### src/rtl/core/csmv_pkg.sv
package csmv_pkg;

  localparam int unsigned DATA_W = 32;
  localparam int unsigned IDX_W  = 10;
  localparam int unsigned LEN_W  = 11;
  localparam int unsigned PROD_W = 64;
  localparam int unsigned RND_W  = 48;
  localparam int unsigned SUM_W  = 49;
  localparam int unsigned ADDR_W = 4;

  localparam logic [1:0] MODE_WRITE = 2'd0;
  localparam logic [1:0] MODE_READ  = 2'd1;
  localparam logic [1:0] MODE_NZ    = 2'd2;

  localparam logic [1:0] REG_DIRECTION = 2'd0;
  localparam logic [1:0] REG_ROWS      = 2'd1;
  localparam logic [1:0] REG_COLS      = 2'd2;

  localparam logic [LEN_W-1:0] ROWS_RESET = 11'd1024;
  localparam logic [LEN_W-1:0] COLS_RESET = 11'd1024;

  typedef struct packed {
    logic             direction;
    logic [LEN_W-1:0] rows_in_use;
    logic [LEN_W-1:0] cols_in_use;
  } cfg_t;

  typedef enum logic [2:0] {
    KIND_NONE,
    KIND_WRITE,
    KIND_READ,
    KIND_NZ,
    KIND_ERR
  } kind_t;

  typedef struct packed {
    logic load;
    logic wr_elem;
    logic rd;
    logic mul;
    logic rnd;
    logic mac_wr;
    logic out_load;
  } cmd_t;

  typedef struct packed {
    kind_t kind;
    logic  out_free;
  } stat_t;

endpackage

### src/rtl/core/csmv_ctrl.sv
module csmv_ctrl (
  input  logic            clk,
  input  logic            rst_n,
  input  logic            in_valid,
  output logic            in_stall,
  input  csmv_pkg::stat_t stat,
  output csmv_pkg::cmd_t  cmd
);
  import csmv_pkg::*;

  typedef enum logic [5:0] {
    S_IDLE   = 6'b000001,
    S_ISSUE  = 6'b000010,
    S_FETCH  = 6'b000100,
    S_ROUND  = 6'b001000,
    S_MAC    = 6'b010000,
    S_RESULT = 6'b100000
  } state_t;

  state_t state_r, state_nxt;

  assign in_stall = (state_r != S_IDLE);

  always_ff @(posedge clk) begin
    if (!rst_n) state_r <= S_IDLE;
    else        state_r <= state_nxt;
  end

  always_comb begin
    state_nxt = state_r;
    cmd       = '0;
    unique case (state_r)
      S_IDLE: begin
        if (in_valid) begin
          cmd.load  = 1'b1;
          state_nxt = S_ISSUE;
        end
      end
      S_ISSUE: begin
        unique case (stat.kind)
          KIND_WRITE: begin
            cmd.wr_elem = 1'b1;
            state_nxt   = S_IDLE;
          end
          KIND_READ, KIND_NZ: begin
            cmd.rd    = 1'b1;
            state_nxt = S_FETCH;
          end
          KIND_ERR: state_nxt = S_RESULT;
          default:  state_nxt = S_IDLE;
        endcase
      end
      S_FETCH: begin
        if (stat.kind == KIND_READ) begin
          state_nxt = S_RESULT;
        end else begin
          cmd.mul   = 1'b1;
          state_nxt = S_ROUND;
        end
      end
      S_ROUND: begin
        cmd.rnd   = 1'b1;
        state_nxt = S_MAC;
      end
      S_MAC: begin
        cmd.mac_wr = 1'b1;
        state_nxt  = S_IDLE;
      end
      S_RESULT: begin
        if (stat.out_free) begin
          cmd.out_load = 1'b1;
          state_nxt    = S_IDLE;
        end
      end
      default: state_nxt = S_IDLE;
    endcase
  end

endmodule

### config.mk
export PLATFORM = sky130hd
export DESIGN_NAME = csmv_ctrl
export DESIGN_NICKNAME = d
export VERILOG_FILES = /design/src/rtl/core/csmv_pkg.sv /design/src/rtl/core/csmv_ctrl.sv
export SDC_FILE = /design/constraint.sdc
export NUM_CORES = 1
export LEC_CHECK = 0
export ABC_AREA = 1
export BUFFER_PORTS_ARGS = -buffer_cell sky130_fd_sc_hd__buf_2
export CAP_MARGIN = 20
export CORE_AREA = 2 2 39 41
export DETAILED_ROUTE_END_ITERATION = 8
export DIE_AREA = 0 0 41 43
export GPL_ROUTABILITY_DRIVEN = 0
export SKIP_CTS_REPAIR_TIMING = 1
export SLEW_MARGIN = 10
export SYNTH_ARGS = -nofsm -noshare
export SYNTH_HDL_FRONTEND = slang
export SYNTH_SLANG_ARGS = --single-unit
### constraint.sdc
create_clock -name clk -period 3.5 [get_ports clk]
set_clock_uncertainty 0.15 [all_clocks]
set_input_delay 0.525 -clock clk [delete_from_list [all_inputs] [get_ports clk]]
set_output_delay 0.525 -clock clk [all_outputs]
set_load 0.01 [all_outputs]
# Word-level counts from Yosys, hierarchy flattened
# Index checks and enable logic that the tools add are counted.
# Widths: inputs -> output; s select.
# totals
regBits	6
input_bits	7
out_inout_bits	8
# classes
n_eq_ne	13
muxes	16
n_reduce_logical	2
# ops
cell	count
$pmux 6 s5	1
$mux 6	3
$pmux 6 s2	1
$mux 1	10
$eq 3x2->1 const B	2
$eq 6x1->1 const B	1
$eq 6x2->1 const B	1
$eq 6x3->1 const B	1
$eq 6x4->1 const B	1
$eq 6x5->1 const B	1
$eq 6x6->1 const B	1
$ne 6x1->1 const B	1
$ne 2x2->1 const B	2
$eq 3x1->1 const B	1
$eq 3x3->1 const B	1
$mux 2	1
$reduce_and 2->1	1
$reduce_or 2->1	1

# Depth between registers and ports, before layout
# logic_depth
depth_word	4
depth_mapped	8
mapped_depth_nobuf	8

# Worst setup path before layout
# OpenSTA, ideal clock, no wires.
# synth_path
path_kind	input port to output port
from	input stat[3] (netlist name)
to	output cmd[3] (netlist name)
arrival_ns	0.881
required_ns	2.825
path_slack_ns	1.944
stages	4
path_cell_list	inv_1 -> nand2_1 -> nor2_1 -> nor2_1
# synth_rtl
element	line	source
start, declared	csmv_ctrl.sv:6	input csmv_pkg::stat_t stat,
end, declared	csmv_ctrl.sv:7	output csmv_pkg::cmd_t cmd

==> metrics.txt <==
status complete, no violations; number of global-route vias before repair 357; Crit Path Category flip-flop to output pin; largest net degree at the start of global routing 6; LEAKAGE 0.314 nW; fin area between 500 and 600 um2; Clock Path Buffers 2; Finished Core Util 39.2%; Mapped Nets 77; worst reg-to-reg path cell count 8; CP Launch Point state_r[1]; Worst Path Required 2.82 ns; final period demand of the worst path 1.92 ns; reg2reg end state_r[0]; crit share post-route 54.8%; Mapped Area 429 um2; GRT Util Overall 12.6%; Syn-to-layout area delta 26.2%; initial antenna violation count 0; DR iter-0 viols 14; Yosys reg bits 6; first-pass GRT wire length 1460 um; Largest register FFs 6; Slew Limit Fails 0; Post-route DRC 0; CTS H-Tree Depth 1; Yosys cell types 17; DRT antenna net count 0; post-synthesis sequential area ratio 28.0%; Synth warnings 0; Top reg by flops state_r; Overall Power 176 uW; Min Hold Slack 0.328 ns; pwr dens 325 nW/um2; cell count after synthesis 70; total congestion overflow 0; clock sinks 6; Startpoint Class flip-flop; RSZ-0062 raised after global routing no; Ports 15; worst min path class primary input to flip-flop; worst slew pin tran ~0.23 ns; max-cap violation count 0; synth top area cells dfxtp_1 28%, nand2_1 12%, inv_1 10%; clock root cell clkbuf_4; port buffer count 14; clk slew on worst S/H paths 0.05 ns; Pre-Repair DR Iteration Count 4; Final setup viols 0; final wirelength 872 um; Setup crit end kind output pin; die height 43 um; Die W 41 um; Max-Slew Margin vs Limit 84.5%; worst reg2reg setup slack 2.27 ns; r2r startpoint state_r[1]; fmax between 500 and 600 MHz; vias per inst 4.45; clk_lat worst skew 0.25 ns; Worst EP arrival 1.24 ns; crit path max fanout 3; number of diodes 0; Setup crit end cmd[5]; most frequent cells in the layout 14 x nand2_1, 14 x buf_2, 12 x nor2_1, 12 x inv_1, 6 x dfxtp_1; final setup TNS 0 ns; Largest regs state_r: 6 flops; die area approximately 1800 um2; Synth area leader dfxtp_1; Initial Util 31.0%; peak supply drop 110 uV; fraction of layout cells with a size suffix above 1 35.6%; Final Hold Fails 0; syn avg cell area 6.13 um2; via count between 400 and 500; post-synth top area share 28.0%; Avg WL per Cell 8.47 um; Cell Rows 14; core box area 1380 um2; cts bufs inserted 3; Post-layout nets 96; Cell Area, Placed 519 um2; dpl hpwl 718 um; TritonCTS clock tree built
## worst min path at each step
stage,from,to,slack (ns),cells after the start
6_report,rst_n,state_r[5],0.33,3
3_5_place_dp,state_r[2],state_r[4],0.41,3
3_3_place_gp,state_r[2],state_r[4],0.41,3
4_1_cts,rst_n,state_r[5],0.33,3
2_1_floorplan,state_r[2],state_r[4],0.37,3
5_1_grt,rst_n,state_r[5],0.34,3
## worst max-delay path, stage by stage, from the launching register on
cell and delay [ns]:
dfxtp_1 0.35, inv_2 0.06, nor2_4 0.11, inv_2 0.05
nor2_4 0.13, and3_2 0.17, buf_2 0.12
## per-stage QoR
stage	std cells	worst slack, ns
final	103	1.58
after global placement	100	1.70
after detailed placement	100	1.66
after CTS	103	1.59
after global routing	103	1.53
after floorplan	70	1.94
## power breakdown
group | switching [mW] | internal, mW
clock | 0.0250 | 0.0388
sequential | 0.00242 | 0.0711
combinational | 0.0244 | 0.0143
## cell usage after synthesis
cell type and n:
nand2_1 14, dfxtp_1 6, nand3_1 5, nand3_2 1, nor3_2 1, a31oi_1 1, inv_2 4, o21ai_0 2
nor2_4 3, nand2_2 2, nor3_1 2, nor4_1 1, and3_2 1, inv_1 12, nand3b_1 1, nor2_1 12
nor2_2 2
## area by class of cell
cell class,instances,area (um2)
Tap cell,16,20.0
Inverter,16,60.1
Clock buffer,3,22.5
Sequential cell,6,120
Multi-Input combinational cell,48,249
Timing Repair Buffer,14,70.1
Fill cell,157,842
## cells by family after synthesis
kind of cell / count (synthesis) / share of synthesized area, %
simple gates: 45 / 54.2
compound gates: 3 / 3.79
buf+inv: 16 / 14.0
flops: 6 / 28.0
## per-layer routing
layer  routed length, um  track usage, %  share of wire, %
met5                   0               0                 0
met4                  35            10.0               4.0
met3                  57            1.57               6.5
met2                 368            16.6                42
met1                 411            17.4                47
No activity file was read; power rests on OpenSTA's default activity.
