$ cat config.mk
export PLATFORM = sky130hd
export DESIGN_NAME = csmv_regs
export DESIGN_NICKNAME = d
export VERILOG_FILES = /design/src/rtl/core/csmv_pkg.sv /design/src/rtl/core/csmv_regs.sv
export SDC_FILE = /design/constraint.sdc
export NUM_CORES = 1
export LEC_CHECK = 0
export BUFFER_PORTS_ARGS = -buffer_cell sky130_fd_sc_hd__buf_2
export CAP_MARGIN = 20
export CELL_PAD_IN_SITES_DETAIL_PLACEMENT = 0
export CELL_PAD_IN_SITES_GLOBAL_PLACEMENT = 2
export CORE_UTILIZATION = 20
export DETAILED_ROUTE_END_ITERATION = 16
export PLACE_DENSITY = 0.83
export SLEW_MARGIN = 20
export SYNTH_ARGS = -nofsm -noshare
export SYNTH_HDL_FRONTEND = slang
export SYNTH_SLANG_ARGS = --single-unit
$ cat constraint.sdc
create_clock -name clk -period 0.9 [get_ports clk]
set_input_delay 0.09 -clock clk [delete_from_list [all_inputs] [get_ports clk]]
set_output_delay 0.09 -clock clk [all_outputs]
set_load 0.1 [all_outputs]
$ cat src/rtl/core/csmv_pkg.sv
package csmv_pkg;

  localparam int unsigned DATA_W = 32;
  localparam int unsigned IDX_W  = 10;
  localparam int unsigned LEN_W  = 11;
  localparam int unsigned PROD_W = 64;
  localparam int unsigned RND_W  = 48;
  localparam int unsigned SUM_W  = 49;
  localparam int unsigned ADDR_W = 4;

  localparam logic [1:0] MODE_WRITE = 2'd0;
  localparam logic [1:0] MODE_READ  = 2'd1;
  localparam logic [1:0] MODE_NZ    = 2'd2;

  localparam logic [1:0] REG_DIRECTION = 2'd0;
  localparam logic [1:0] REG_ROWS      = 2'd1;
  localparam logic [1:0] REG_COLS      = 2'd2;

  localparam logic [LEN_W-1:0] ROWS_RESET = 11'd1024;
  localparam logic [LEN_W-1:0] COLS_RESET = 11'd1024;

  typedef struct packed {
    logic             direction;
    logic [LEN_W-1:0] rows_in_use;
    logic [LEN_W-1:0] cols_in_use;
  } cfg_t;

  typedef enum logic [2:0] {
    KIND_NONE,
    KIND_WRITE,
    KIND_READ,
    KIND_NZ,
    KIND_ERR
  } kind_t;

  typedef struct packed {
    logic load;
    logic wr_elem;
    logic rd;
    logic mul;
    logic rnd;
    logic mac_wr;
    logic out_load;
  } cmd_t;

  typedef struct packed {
    kind_t kind;
    logic  out_free;
  } stat_t;

endpackage

$ cat src/rtl/core/csmv_regs.sv
module csmv_regs (
  input  logic                             clk,
  input  logic                             rst_n,
  input  logic                             psel,
  input  logic                             penable,
  input  logic                             pwrite,
  input  logic [csmv_pkg::ADDR_W-1:0]      paddr,
  input  logic [31:0]                      pwdata,
  output logic [31:0]                      prdata,
  output logic                             pready,
  output csmv_pkg::cfg_t                   cfg
);
  import csmv_pkg::*;

  cfg_t cfg_r;
  logic wr_en;

  assign pready = 1'b1;
  assign wr_en  = psel & penable & pwrite;
  assign cfg    = cfg_r;

  always_ff @(posedge clk) begin
    if (!rst_n) begin
      cfg_r.direction   <= 1'b0;
      cfg_r.rows_in_use <= ROWS_RESET;
      cfg_r.cols_in_use <= COLS_RESET;
    end else if (wr_en) begin
      unique case (paddr[3:2])
        REG_DIRECTION: cfg_r.direction   <= pwdata[0];
        REG_ROWS:      cfg_r.rows_in_use <= pwdata[LEN_W-1:0];
        REG_COLS:      cfg_r.cols_in_use <= pwdata[LEN_W-1:0];
        default: ;
      endcase
    end
  end

  always_comb begin
    unique case (paddr[3:2])
      REG_DIRECTION: prdata = {31'd0, cfg_r.direction};
      REG_ROWS:      prdata = {{(32-LEN_W){1'b0}}, cfg_r.rows_in_use};
      REG_COLS:      prdata = {{(32-LEN_W){1'b0}}, cfg_r.cols_in_use};
      default:       prdata = 32'd0;
    endcase
  end

endmodule

After elaboration in Yosys (flattened, before gate mapping)
Index checks and enable logic that the tools add are counted.

storage, ports and cells
  memories kept = 0
  input port bits = 41
  bits in read-only memories = 0
  latch bits = 0
  word-level logic and storage cells = 12
  register bits after elaboration = 23
  output and inout port bits = 56
  memory bits (writable) = 0

operators by class
  bitwise logic cells = 2
  order comparisons = 0
  muxes and demuxes = 1
  shifts and indexed selects = 0
  multiply operators = 0
  reductions and logical operators = 4
  $add $sub $neg = 0
  divide/modulo/power cells = 0
  equal/unequal tests = 2

operators by type and width
  cell                  count
  $pmux W11 S3          1
  $reduce_and A2 Y1     3
  $and A1 B1 Y1         2
  $eq A2 B1 Y1 const B  1
  $eq A2 B2 Y1 const B  1
  $logic_not A2 Y1      1

Depth between registers and ports, before layout
Gate-level depths: netlist of run 1.

  word-level depth = 3
  mapped depth = 4
  mapped depth without buffers = 3

Worst setup path after synthesis of run 1
No wires, ideal clock.

  path kind = reg2out
  start = reg cfg_r, in the netlist cfg[11]
  end = out prdata[0]
  buffers on the path = 0
  slack = -2.434 ns
  arrival time = 3.244 ns
  required time = 0.810 ns
  cell stages (with the launch flop) = 3
  path through = dfxtp_1 > mux2i_1 > o21ai_0

on the way
  word-level cells in the longest chain between the ends = 1

ends and longest elaborated chain
  element          RTL line         source
  start, declared  csmv_regs.sv:15  cfg_t cfg_r;
  $pmux W11 S3     csmv_regs.sv:38  unique case (paddr[3:2])
  end, declared    csmv_regs.sv:9   output logic [31:0] prdata,

No other way between the ends.

Worst setup path after layout of run 1
  start = reg cfg_r, in the netlist cfg[22]
  end = out prdata[0]

The elaborated chain is that of the path after synthesis.

==> results.md, run 1 <==
- Status: finished, violations left
- Failing checks: setup timing
- Hold endpoint: cfg[18]$_SDFFE_PN0P_
- DRT iter0 DRCs: 33
- Root buffer cell: clkbuf_8
- Post-Syn Area per Cell: 9.33 um2
- Vias in the first global route: between 1000 and 1500
- Row count: 27
- Pre-CTS WS: -0.193 ns
- Pwr Density: 973 mW/mm2
- CP top delay family: flip-flops
- ANT cells: 0
- I/O Buffers: 51
- Final Util: 45.8%
- FF-to-FF setup slack: 0.03 ns
- Critical path type: reg -> out
- Number of flip-flops under the largest register name: 23
- Drt drc: 0
- FF-to-FF End: cfg[12]$_SDFFE_PN0P_
- Nets: 258
- Placed inst area: approximately 0.0023 mm2
- Synth cell types: 17
- Worst Path Required: 0.81 ns
- Synth Area in Adders: 0%
- Grt ovf: 0
- Hold crit path type: in -> reg
- TritonCTS Buffers: 3
- Sequential area share after synthesis: a little under two fifths
- Final TNS setup: -3.90 ns
- Bufs and invs on worst path: 1
- Core ar.: 0.00568 mm2
- H-tree depth: 1
- Final hold vios: 0
- Die area: 0.00638 mm2
- Post-synthesis cell area: 0.00121 mm2
- Final Slew Violations: 0
- Post-DP HPWL: between 2000 and 2500 um
- Hold path cells: 3
- Synth Area in Simple Gates: 15.7%
- Drt first pass iters: 4
- Clock Path Buffers: 2
- CP max stage cell: dfxtp_4
- Worst r2r src: cfg[12]$_SDFFE_PN0P_
- Slowest stage delay, CP: roughly 0.37 ns
- Final antenna-violating net count: 0
- CP max FO: 2
- Startpoint types: flop
- Worst vdd ir: 0.491 mV
- Initial antenna violation count: 0
- Layout cells sized above 1: 62.5%
- Design Area, Final: 0.00260 mm2
- Area growth syn-to-layout: 114%
- Largest net degree at the start of global routing: 21
- Clk_lat worst skew: 0.26 ns
- Min Hold Slack: approximately 0.084 ns
- Clock transition at path regs: 0.09 ns
- Routed wire length: 3400 um
- Main combinational cell family by area after synthesis: multiplexers
- Leak: 1.11 nW
- CTS Hold Bufs: 0
- RSZ-0062 raised after global routing: true
- Worst setup margin: -0.225 ns
- CP endpoint kind: output port
- Final setup viols: 32
- # Max-Cap Violations: 0
- Vias: 1147
- Die width: 79.9 um
- Drt via density: 3.98
- WP data arrival: about 1.0 ns
- CTS Sinks: 23
- Cells after Synth: 130
- Seq cells post-synth: 23
- Ports: 97
- Synth warn: 0
- Hold_sp: pwdata[7]
- Worst Skew: 0 ns
- R2r worst-path depth: 5
- Synth Area in Compound Gates: 9.08%
- CTS tree: done
- Global-route wire length before repair: between 5000 and 6000 um
- Gr usage total: 11.2%
- Mux contribution to synthesized area: 19.0%
- Maximum clock rate: about 0.9 GHz
- Period Utilization, post-route: 125%
- Worst-path cell chain: mux2i_4 > o21ai_4 > buf_12
- Initial Utilization: 21.4%
- Period minus WS final: 1.13 ns
- Post-synthesis xor/xnor area fraction: 0%
- WL/cell: 11.8 um
- Placer congestion estimate: 0.698
- Die Span Y: 79.9 um
[placed cells by master (no fill, tap or decap), types with 3 or more instances in the layout]
cell,synthesis,final
buf_12,0,37
nand2_1,31,30
dfxtp_4,0,23
mux2i_1,23,22
conb_1,2,22
buf_6,2,21
buf_2,3,17
buf_4,22,17
a22o_4,0,10
nor2b_1,4,4
clkbuf_8,0,3
[stage by stage]
| stage | std cells | total power [mW] |
|---|---|---|
| 2_1_floorplan | 150 | 1.74 |
| 3_3_place_gp | 259 | 1.89 |
| 3_5_place_dp | 259 | 1.89 |
| 4_1_cts | 283 | 2.56 |
| 5_1_grt | 288 | 2.63 |
| 6_report | 288 | 2.53 |
[cells in the mapped netlist]
cell	instances	area, um2
a22o_1	10	87.6
dfxtp_1	23	460
o311ai_0	1	8.76
o41ai_1	1	8.76
nand3_2	1	10.0
nor3b_2	1	12.5
nor2b_1	4	25.0
and2b_1	1	7.51
nor3b_4	1	18.8
clkbuf_1	3	11.3
mux2i_1	23	230
o21ai_0	1	5.00
buf_4	22	165
buf_2	3	15.0
nand2_1	31	116
conb_1	2	7.51
buf_6	2	22.5
[worst max-delay path by stage]
stage | end | depth (start not counted) | from
2_1_floorplan | prdata[0] | 2 | cfg[11]$_SDFFE_PN0P_
3_3_place_gp | prdata[8] | 6 | paddr[3]
3_5_place_dp | prdata[3] | 6 | paddr[3]
4_1_cts | prdata[0] | 3 | cfg[11]$_SDFFE_PN0P_
5_1_grt | prdata[0] | 3 | cfg[11]$_SDFFE_PN0P_
6_report | prdata[0] | 3 | cfg[22]$_SDFFE_PN0P_
[layout make-up]
type,count,area (um2)
Tap cell,72,90.1
Multi-Input combinational cell,97,727
Clock buffer,3,41.3
Sequential cell,23,547
Timing Repair Buffer,92,1190
Fill cell,509,3080
Clock inverter,1,5.00
[worst register-to-register path, delay by kind of cell (launching register included)]
family	cells	cell delay, ns
flip-flops	1	0.35
buffers and inverters	3	0.32
multiplexers	1	0.05
AND/OR/NAND/NOR	1	0.04
[where the power goes]
group	switching, mW	leakage (nW)	internal (mW)
sequential	0.0135	0.202	0.970
clock	0.329	0.0255	0.308
combinational	0.689	0.882	0.220
[layer usage]
layer / track usage (%) / vias up / wire length (um)
met1: 14.5 / 536 / 1490
met4: 2.68 / 0 / 17
li1: - / 569 / -
met2: 19.1 / 40 / 1750
met5: 0 / - / 0
met3: 2.17 / 2 / 134
[cells by family after synthesis]
| kind of cell | after synthesis |
|---|---|
| compound gates | 13 |
| flops | 23 |
| buf+inv | 30 |
| other cells | 2 |
| simple gates | 39 |
| mux | 23 |
[repair_timing]
action / CTS / global route
setup buffers: 20 / 8
endpoints found under the setup margin: 34 / 34
gates resized for setup: 18 / 7
pin swaps: 1 / 0
(Power assumes the default switching activity.)
==> inputs of run 2 (changes only) <==
--- a/config.mk
+++ b/config.mk
@@ -9,6 +9,7 @@
 export CAP_MARGIN = 20
 export CELL_PAD_IN_SITES_DETAIL_PLACEMENT = 0
 export CELL_PAD_IN_SITES_GLOBAL_PLACEMENT = 2
+export CORE_MARGIN = 2
 export CORE_UTILIZATION = 20
 export DETAILED_ROUTE_END_ITERATION = 16
 export PLACE_DENSITY = 0.83
==> run 2 against run 1 <==
- sequential power about the same
- design area increased by 0.67%
- the flow still finishes with violations (setup timing)
- final cell count increased by 1.4%
- critical path depth decreased by 1
- clock skew unchanged
- largest cell class unchanged
==> results.md, run 2 (same netlist as run 1, synthesis figures left out) <==
- Status: finished, violations left
- Failing checks: setup timing
- Final antenna-violating net count: 0 (unchanged)
- Grt ovf: 0 (unchanged)
- Root buffer cell: clkbuf_8
- CTS Sinks: 23 (unchanged)
- Min Hold Slack: 0.0879 ns (+0.00343 ns)
- CP endpoint kind: output port
- Critical path type: reg -> out
- Maximum clock rate: 0.895 GHz (+0.76%)
- Worst setup margin: -0.217 ns (+0.00844 ns)
- Number of flip-flops under the largest register name: 23 (unchanged)
- Routed wire length: 3460 um (+1.7%)
- Vias: 1144 (-0.26%)
- Net switching fraction of the power: 40.7% (-0.077 points)
- Startpoint types: flop
- Ports: 97 (unchanged)
- DRT iter0 DRCs: 19 (-42%)
- Die area: 0.00670 mm2 (+5.1%)
- WL/cell: 11.8 um (+0.34%)
- ANT cells: 0 (unchanged)
- Final hold vios: 0 (unchanged)
- Pwr Density: 966 mW/mm2 (-0.71%)
- CTS Hold Bufs: 0 (unchanged)
- Clock transition at path regs: 0.08 ns (about the same)
- Vias in the first global route: 1185 (+7.6%)
- Drt via density: 3.92 (-1.6%)
- Logic pwr share: 36.1% (+0.2 points)
- Layout cells sized above 1: 62.2% (-0.29 points)
- Most common cell after layout, fill and taps aside: buf_12
- H-tree depth: 1 (unchanged)
- Final Slew Violations: 0 (unchanged)
- Initial Utilization: 20.6% (-0.76 points)
- # Max-Cap Violations: 0 (unchanged)
- Largest net degree at the start of global routing: 17 (-19%)
- Period Utilization, post-route: 124% (-0.94 points)
- Clk network pwr share: 25.1% (about the same)
- RSZ-0062 raised after global routing: true
- Die width: 81.9 um (+2.5%)
- Placer congestion estimate: 0.692 (-0.96%)
- CP max stage cell: dfxtp_4
- Slowest stage delay, CP: 0.35 ns (-0.02 ns)
- I/O Buffers: 51 (unchanged)
- Pint: 1.50 mW (about the same)
- Initial antenna violation count: 0 (unchanged)
- Worst-path cell chain: a22o_4 > buf_12
- Final setup viols: 33 (+3.1%)
- Core ar.: 0.00589 mm2 (+3.7%)
- Worst Skew: 0 ns (unchanged)
- Global-route wire length before repair: 5720 um (+3.8%)
- Nets: 259 (+0.39%)
- Reg power frac: 38.8% (about the same)
- Post-DP HPWL: 2450 um (+0.21%)
- Fillers: 565 (+11%)
- Drt first pass iters: 3 (-1)
- Die Span Y: 81.9 um (+2.5%)
- WP data arrival: 1.03 ns (about the same)
- Most frequent cells in the layout: buf_12, nand2_1, dfxtp_4, mux2i_1, conb_1
- Hold crit path type: in -> reg
- Row count: 28 (+3.7%)
- Sw Pwr: 1.03 mW (-0.23%)
- Area growth syn-to-layout: 116%
- Gr usage total: 11.2% (-0.012 points)
- CP max FO: 2 (unchanged)
- Clock Path Buffers: 2 (unchanged)
- Worst vdd ir: 0.503 mV (+2.5%)
- Clk_lat worst skew: 0.26 ns (about the same)
- Drt drc: 0 (unchanged)
- Design Power: 2.53 mW (about the same)
- Worst Path Required: 0.81 ns (about the same)
- TritonCTS Buffers: 3 (unchanged)
- CTS tree: done
- Leak: 1.12 nW (+0.95%)
- Period minus WS final: 1.12 ns (-0.00844 ns)
-- run 2: changes by cell type in the layout (fill, tap and decap cells not counted), sizes merged --
cell | before | now
buf | 92 | 93
-- run 2: worst max-delay path: cells and delay by family (launching register included) --
family | cells | cell delay (ns)
buffers and inverters | 1 | 0.16
DFF | 1 | 0.35
AOI/OAI and AO/OA | 1 | 0.25
-- run 2: metrics by stage --
| stage | setup TNS [ns] | cells | worst slack [ns] | cell area [um2] | util [%] |
|---|---|---|---|---|---|
| after floorplan | -1.27 | 150 | -0.426 | 1490 | - |
| after detailed placement | -4.69 | 259 | -0.193 | 2280 | 38.7 |
| after global placement | -4.21 | 259 | -0.172 | 2280 | 38.7 |
| final | -4.04 | 292 | -0.217 | 2620 | 44.5 |
| after CTS | -4.40 | 289 | -0.228 | 2600 | 44.2 |
| after global routing | -5.34 | 292 | -0.257 | 2620 | 44.5 |
-- run 2: worst paths after layout --
| kind | cells after the start | startpoint | slack [ns] | endpoint |
|---|---|---|---|---|
| hold / removal | 3 | pwdata[2] | 0.09 | cfg[2]$_SDFFE_PN0P_ |
| setup reg to reg | 4 | cfg[20]$_SDFFE_PN0P_ | 0.08 | cfg[20]$_SDFFE_PN0P_ |
| hold reg to reg | 2 | cfg[0]$_SDFFE_PN0P_ | 0.51 | cfg[0]$_SDFFE_PN0P_ |
| setup / recovery | 2 | cfg[17]$_SDFFE_PN0P_ | -0.22 | prdata[6] |
-- run 2: repair_timing --
item,in CTS,in global routing
setup endpoints to repair,34,34
gates resized for setup,21,3
pin swaps,1,0
buffers inserted,26,7
hold endpoints to repair,0,0
-- run 2: power by group through the flow --
stage / Combinational, mW / Sequential [mW] / Clock [mW]
5_1_grt: 0.946 / 0.985 / 0.732
4_1_cts: 0.915 / 0.982 / 0.671
3_3_place_gp: 0.871 / 1.01 / 0
6_report: 0.913 / 0.982 / 0.635
3_5_place_dp: 0.874 / 1.01 / 0
2_1_floorplan: 0.640 / 1.10 / 0
-- run 2: metal layers --
metal	GRT usage (%)	routed length (um)	up-vias
met3	1.65	158	2
met5	0	0	-
li1	-	-	569
met1	13.6	1490	535
met2	19.9	1780	38
met4	4.00	23	0
-- run 2: layout make-up --
cell class	instances	area, um2	share of cell area (%)
tap	75	93.8	3.59
sequential	23	547	20.9
timing repair buffer	93	1210	46.1
multi-input combinational	97	724	27.7
clock inverter	1	5.00	0.191
clock buffer	3	41.3	1.58
==> inputs of run 3 (changes only) <==
--- a/config.mk
+++ b/config.mk
@@ -12,6 +12,7 @@
 export CORE_MARGIN = 2
 export CORE_UTILIZATION = 20
 export DETAILED_ROUTE_END_ITERATION = 16
+export HOLD_SLACK_MARGIN = 0.12
 export PLACE_DENSITY = 0.83
 export SLEW_MARGIN = 20
 export SYNTH_ARGS = -nofsm -noshare
==> run 3 against run 2 <==
- the run still ends with setup timing left
- via count is 3.2% higher
- non-clock buffer count rose by 10
- clock power about the same
- critical endpoint unchanged
==> results.md, run 3 (same netlist as run 1, synthesis figures left out) <==
- Status: finished, violations left
- Failing checks: setup timing
- Startpoint types: flop
- I/O Buffers: 51 (unchanged)
- Die width: 81.9 um (unchanged)
- Area growth syn-to-layout: 124%
- Period Utilization, post-route: 124% (about the same)
- Gr usage total: 11.3% (+0.11 points)
- CP endpoint kind: output port
- Maximum clock rate: 0.896 GHz (about the same)
- ANT cells: 0 (unchanged)
- Post-DP HPWL: 2450 um (unchanged)
- Row count: 28 (unchanged)
- CP max stage cell: dfxtp_4
- Global-route wire length before repair: 5780 um (+1.1%)
- Grt ovf: 0 (unchanged)
- Slowest stage delay, CP: 0.35 ns (about the same)
- Placer congestion estimate: 0.692 (unchanged)
- Cell count after placement: 259 (unchanged)
- Hold crit path type: in -> reg
- Routed wire length: 3530 um (+2.3%)
- Vias: 1181 (+3.2%)
- Number of flip-flops under the largest register name: 23 (unchanged)
- Die area: 0.00670 mm2 (unchanged)
- Initial Utilization: 20.6% (unchanged)
- Worst setup margin: -0.217 ns (+0.000267 ns)
- CP top delay family: flip-flops
- Final antenna-violating net count: 0 (unchanged)
- Final Slew Violations: 0 (unchanged)
- CTS Sinks: 23 (unchanged)
- Clock Path Buffers: 2 (unchanged)
- Worst Skew: 0 ns (unchanged)
- Final hold vios: 0 (unchanged)
- Worst vdd ir: 0.497 mV (-1.2%)
- Worst Path Required: 0.81 ns (about the same)
- Period minus WS final: 1.12 ns (-0.000267 ns)
- Reg power frac: 38.3% (-0.5 points)
- Ports: 97 (unchanged)
- Clk_lat worst skew: 0.26 ns (about the same)
- Drt first pass iters: 3 (unchanged)
- Logic pwr share: 37.0% (+0.9 points)
- Pint: 1.53 mW (+1.9%)
- WP data arrival: 1.03 ns (about the same)
- # Max-Cap Violations: 0 (unchanged)
- Nets: 269 (+3.9%)
- Vias in the first global route: 1204 (+1.6%)
- Design Power: 2.56 mW (+1.4%)
- Clock transition at path regs: 0.08 ns (about the same)
- Bufs and invs on worst path: 1 (unchanged)
- Pwr Density: 943 mW/mm2 (-2.4%)
- Most common cell after layout, fill and taps aside: buf_12
- Worst-path cell chain: a22o_4 > buf_12
- Final setup viols: 33 (unchanged)
- RSZ-0062 raised after global routing: true
- Sw Pwr: 1.04 mW (+0.62%)
- Die Span Y: 81.9 um (unchanged)
- Leak: 1.16 nW (+3.8%)
- Clk network pwr share: 24.7% (-0.4 points)
- Core ar.: 0.00589 mm2 (unchanged)
- Drt via density: 3.91 (-0.18%)
- Net switching fraction of the power: 40.4% (-0.31 points)
- DRT iter0 DRCs: 15 (-4)
- FF-to-FF setup slack: 0.08 ns (about the same)
- Initial antenna violation count: 0 (unchanged)
- Min Hold Slack: 0.131 ns (+0.0430 ns)
- CP max FO: 2 (unchanged)
- Drt drc: 0 (unchanged)
- Most frequent cells in the layout: buf_12, nand2_1, dfxtp_4, mux2i_1, conb_1
- Critical path type: reg -> out
- TritonCTS Buffers: 3 (unchanged)
- WL/cell: 11.7 um (-1.1%)
- Layout cells sized above 1: 59.9% (-2.3 points)
- Root buffer cell: clkbuf_8
- Largest net degree at the start of global routing: 17 (unchanged)
- CTS tree: done
- H-tree depth: 1 (unchanged)
- Post-Layout Cell Count: 302 (+3.4%)
==> run 3: changes by cell type in the layout (fill, tap and decap cells not counted), sizes merged <==
| cell | previous run | this run |
|---|---|---|
| dlygate4sd3 | 0 | 10 |
==> run 3: worst paths after layout <==
path              depth (start not counted)              endpoint                  from
setup / recovery                          2             prdata[6]  cfg[17]$_SDFFE_PN0P_
hold / removal                            3  cfg[22]$_SDFFE_PN0P_             pwdata[0]
setup reg to reg                          4  cfg[20]$_SDFFE_PN0P_  cfg[20]$_SDFFE_PN0P_
hold reg to reg                           2   cfg[0]$_SDFFE_PN0P_   cfg[0]$_SDFFE_PN0P_
==> run 3: routing by layer <==
| layer | global-route usage [%] | wire (um) | up-vias |
|---|---|---|---|
| li1 | - | - | 589 |
| met1 | 13.7 | 1520 | 552 |
| met2 | 20.4 | 1850 | 38 |
| met3 | 1.43 | 141 | 2 |
| met4 | 4.00 | 23 | 0 |
| met5 | 0 | 0 | - |
==> run 3: power groups by stage <==
| stage | clock network (mW) | logic, mW | registers, mW |
|---|---|---|---|
| after floorplan | 0 | 0.640 | 1.10 |
| after global placement | 0 | 0.871 | 1.01 |
| after detailed placement | 0 | 0.874 | 1.01 |
| after CTS | 0.671 | 0.948 | 0.982 |
| after global routing | 0.732 | 0.983 | 0.985 |
| final | 0.635 | 0.948 | 0.982 |
==> run 3: worst min-delay path: cells and delay by family <==
kind,cells,cell delay [ns]
simple gates,1,0.10
compound gates,1,0.07
buf+inv,1,0.10
==> run 3: final cells by class <==
class / instances / area (um2)
well taps: 75 / 93.8
flip-flops and latches: 23 / 547
clock buffers: 3 / 41.3
fillers: 563 / 3170
repair buffers: 103 / 1310
clock inverters: 1 / 5.00
multi-input cells: 97 / 727
==> run 3: what timing repair did <==
item | in CTS | in global routing
hold endpoints to repair | 20 | 0
setup endpoints to repair | 34 | 35
cloned | 0 | 0
buffers inserted | 26 | 7
pin swaps | 1 | 0
gates resized for setup | 21 | 4
hold buffers | 10 | 0
==> run 3: per-stage QoR <==
stage               setup WS (ns)  util [%]  setup TNS [ns]  area, um2
floorplan                  -0.426         -           -1.27       1490
global placement           -0.172      38.7           -4.21       2280
detailed placement         -0.193      38.7           -4.69       2280
CTS                        -0.228      45.9           -4.40       2700
global route               -0.257      46.2           -5.34       2720
finish                     -0.217      46.2           -4.04       2720
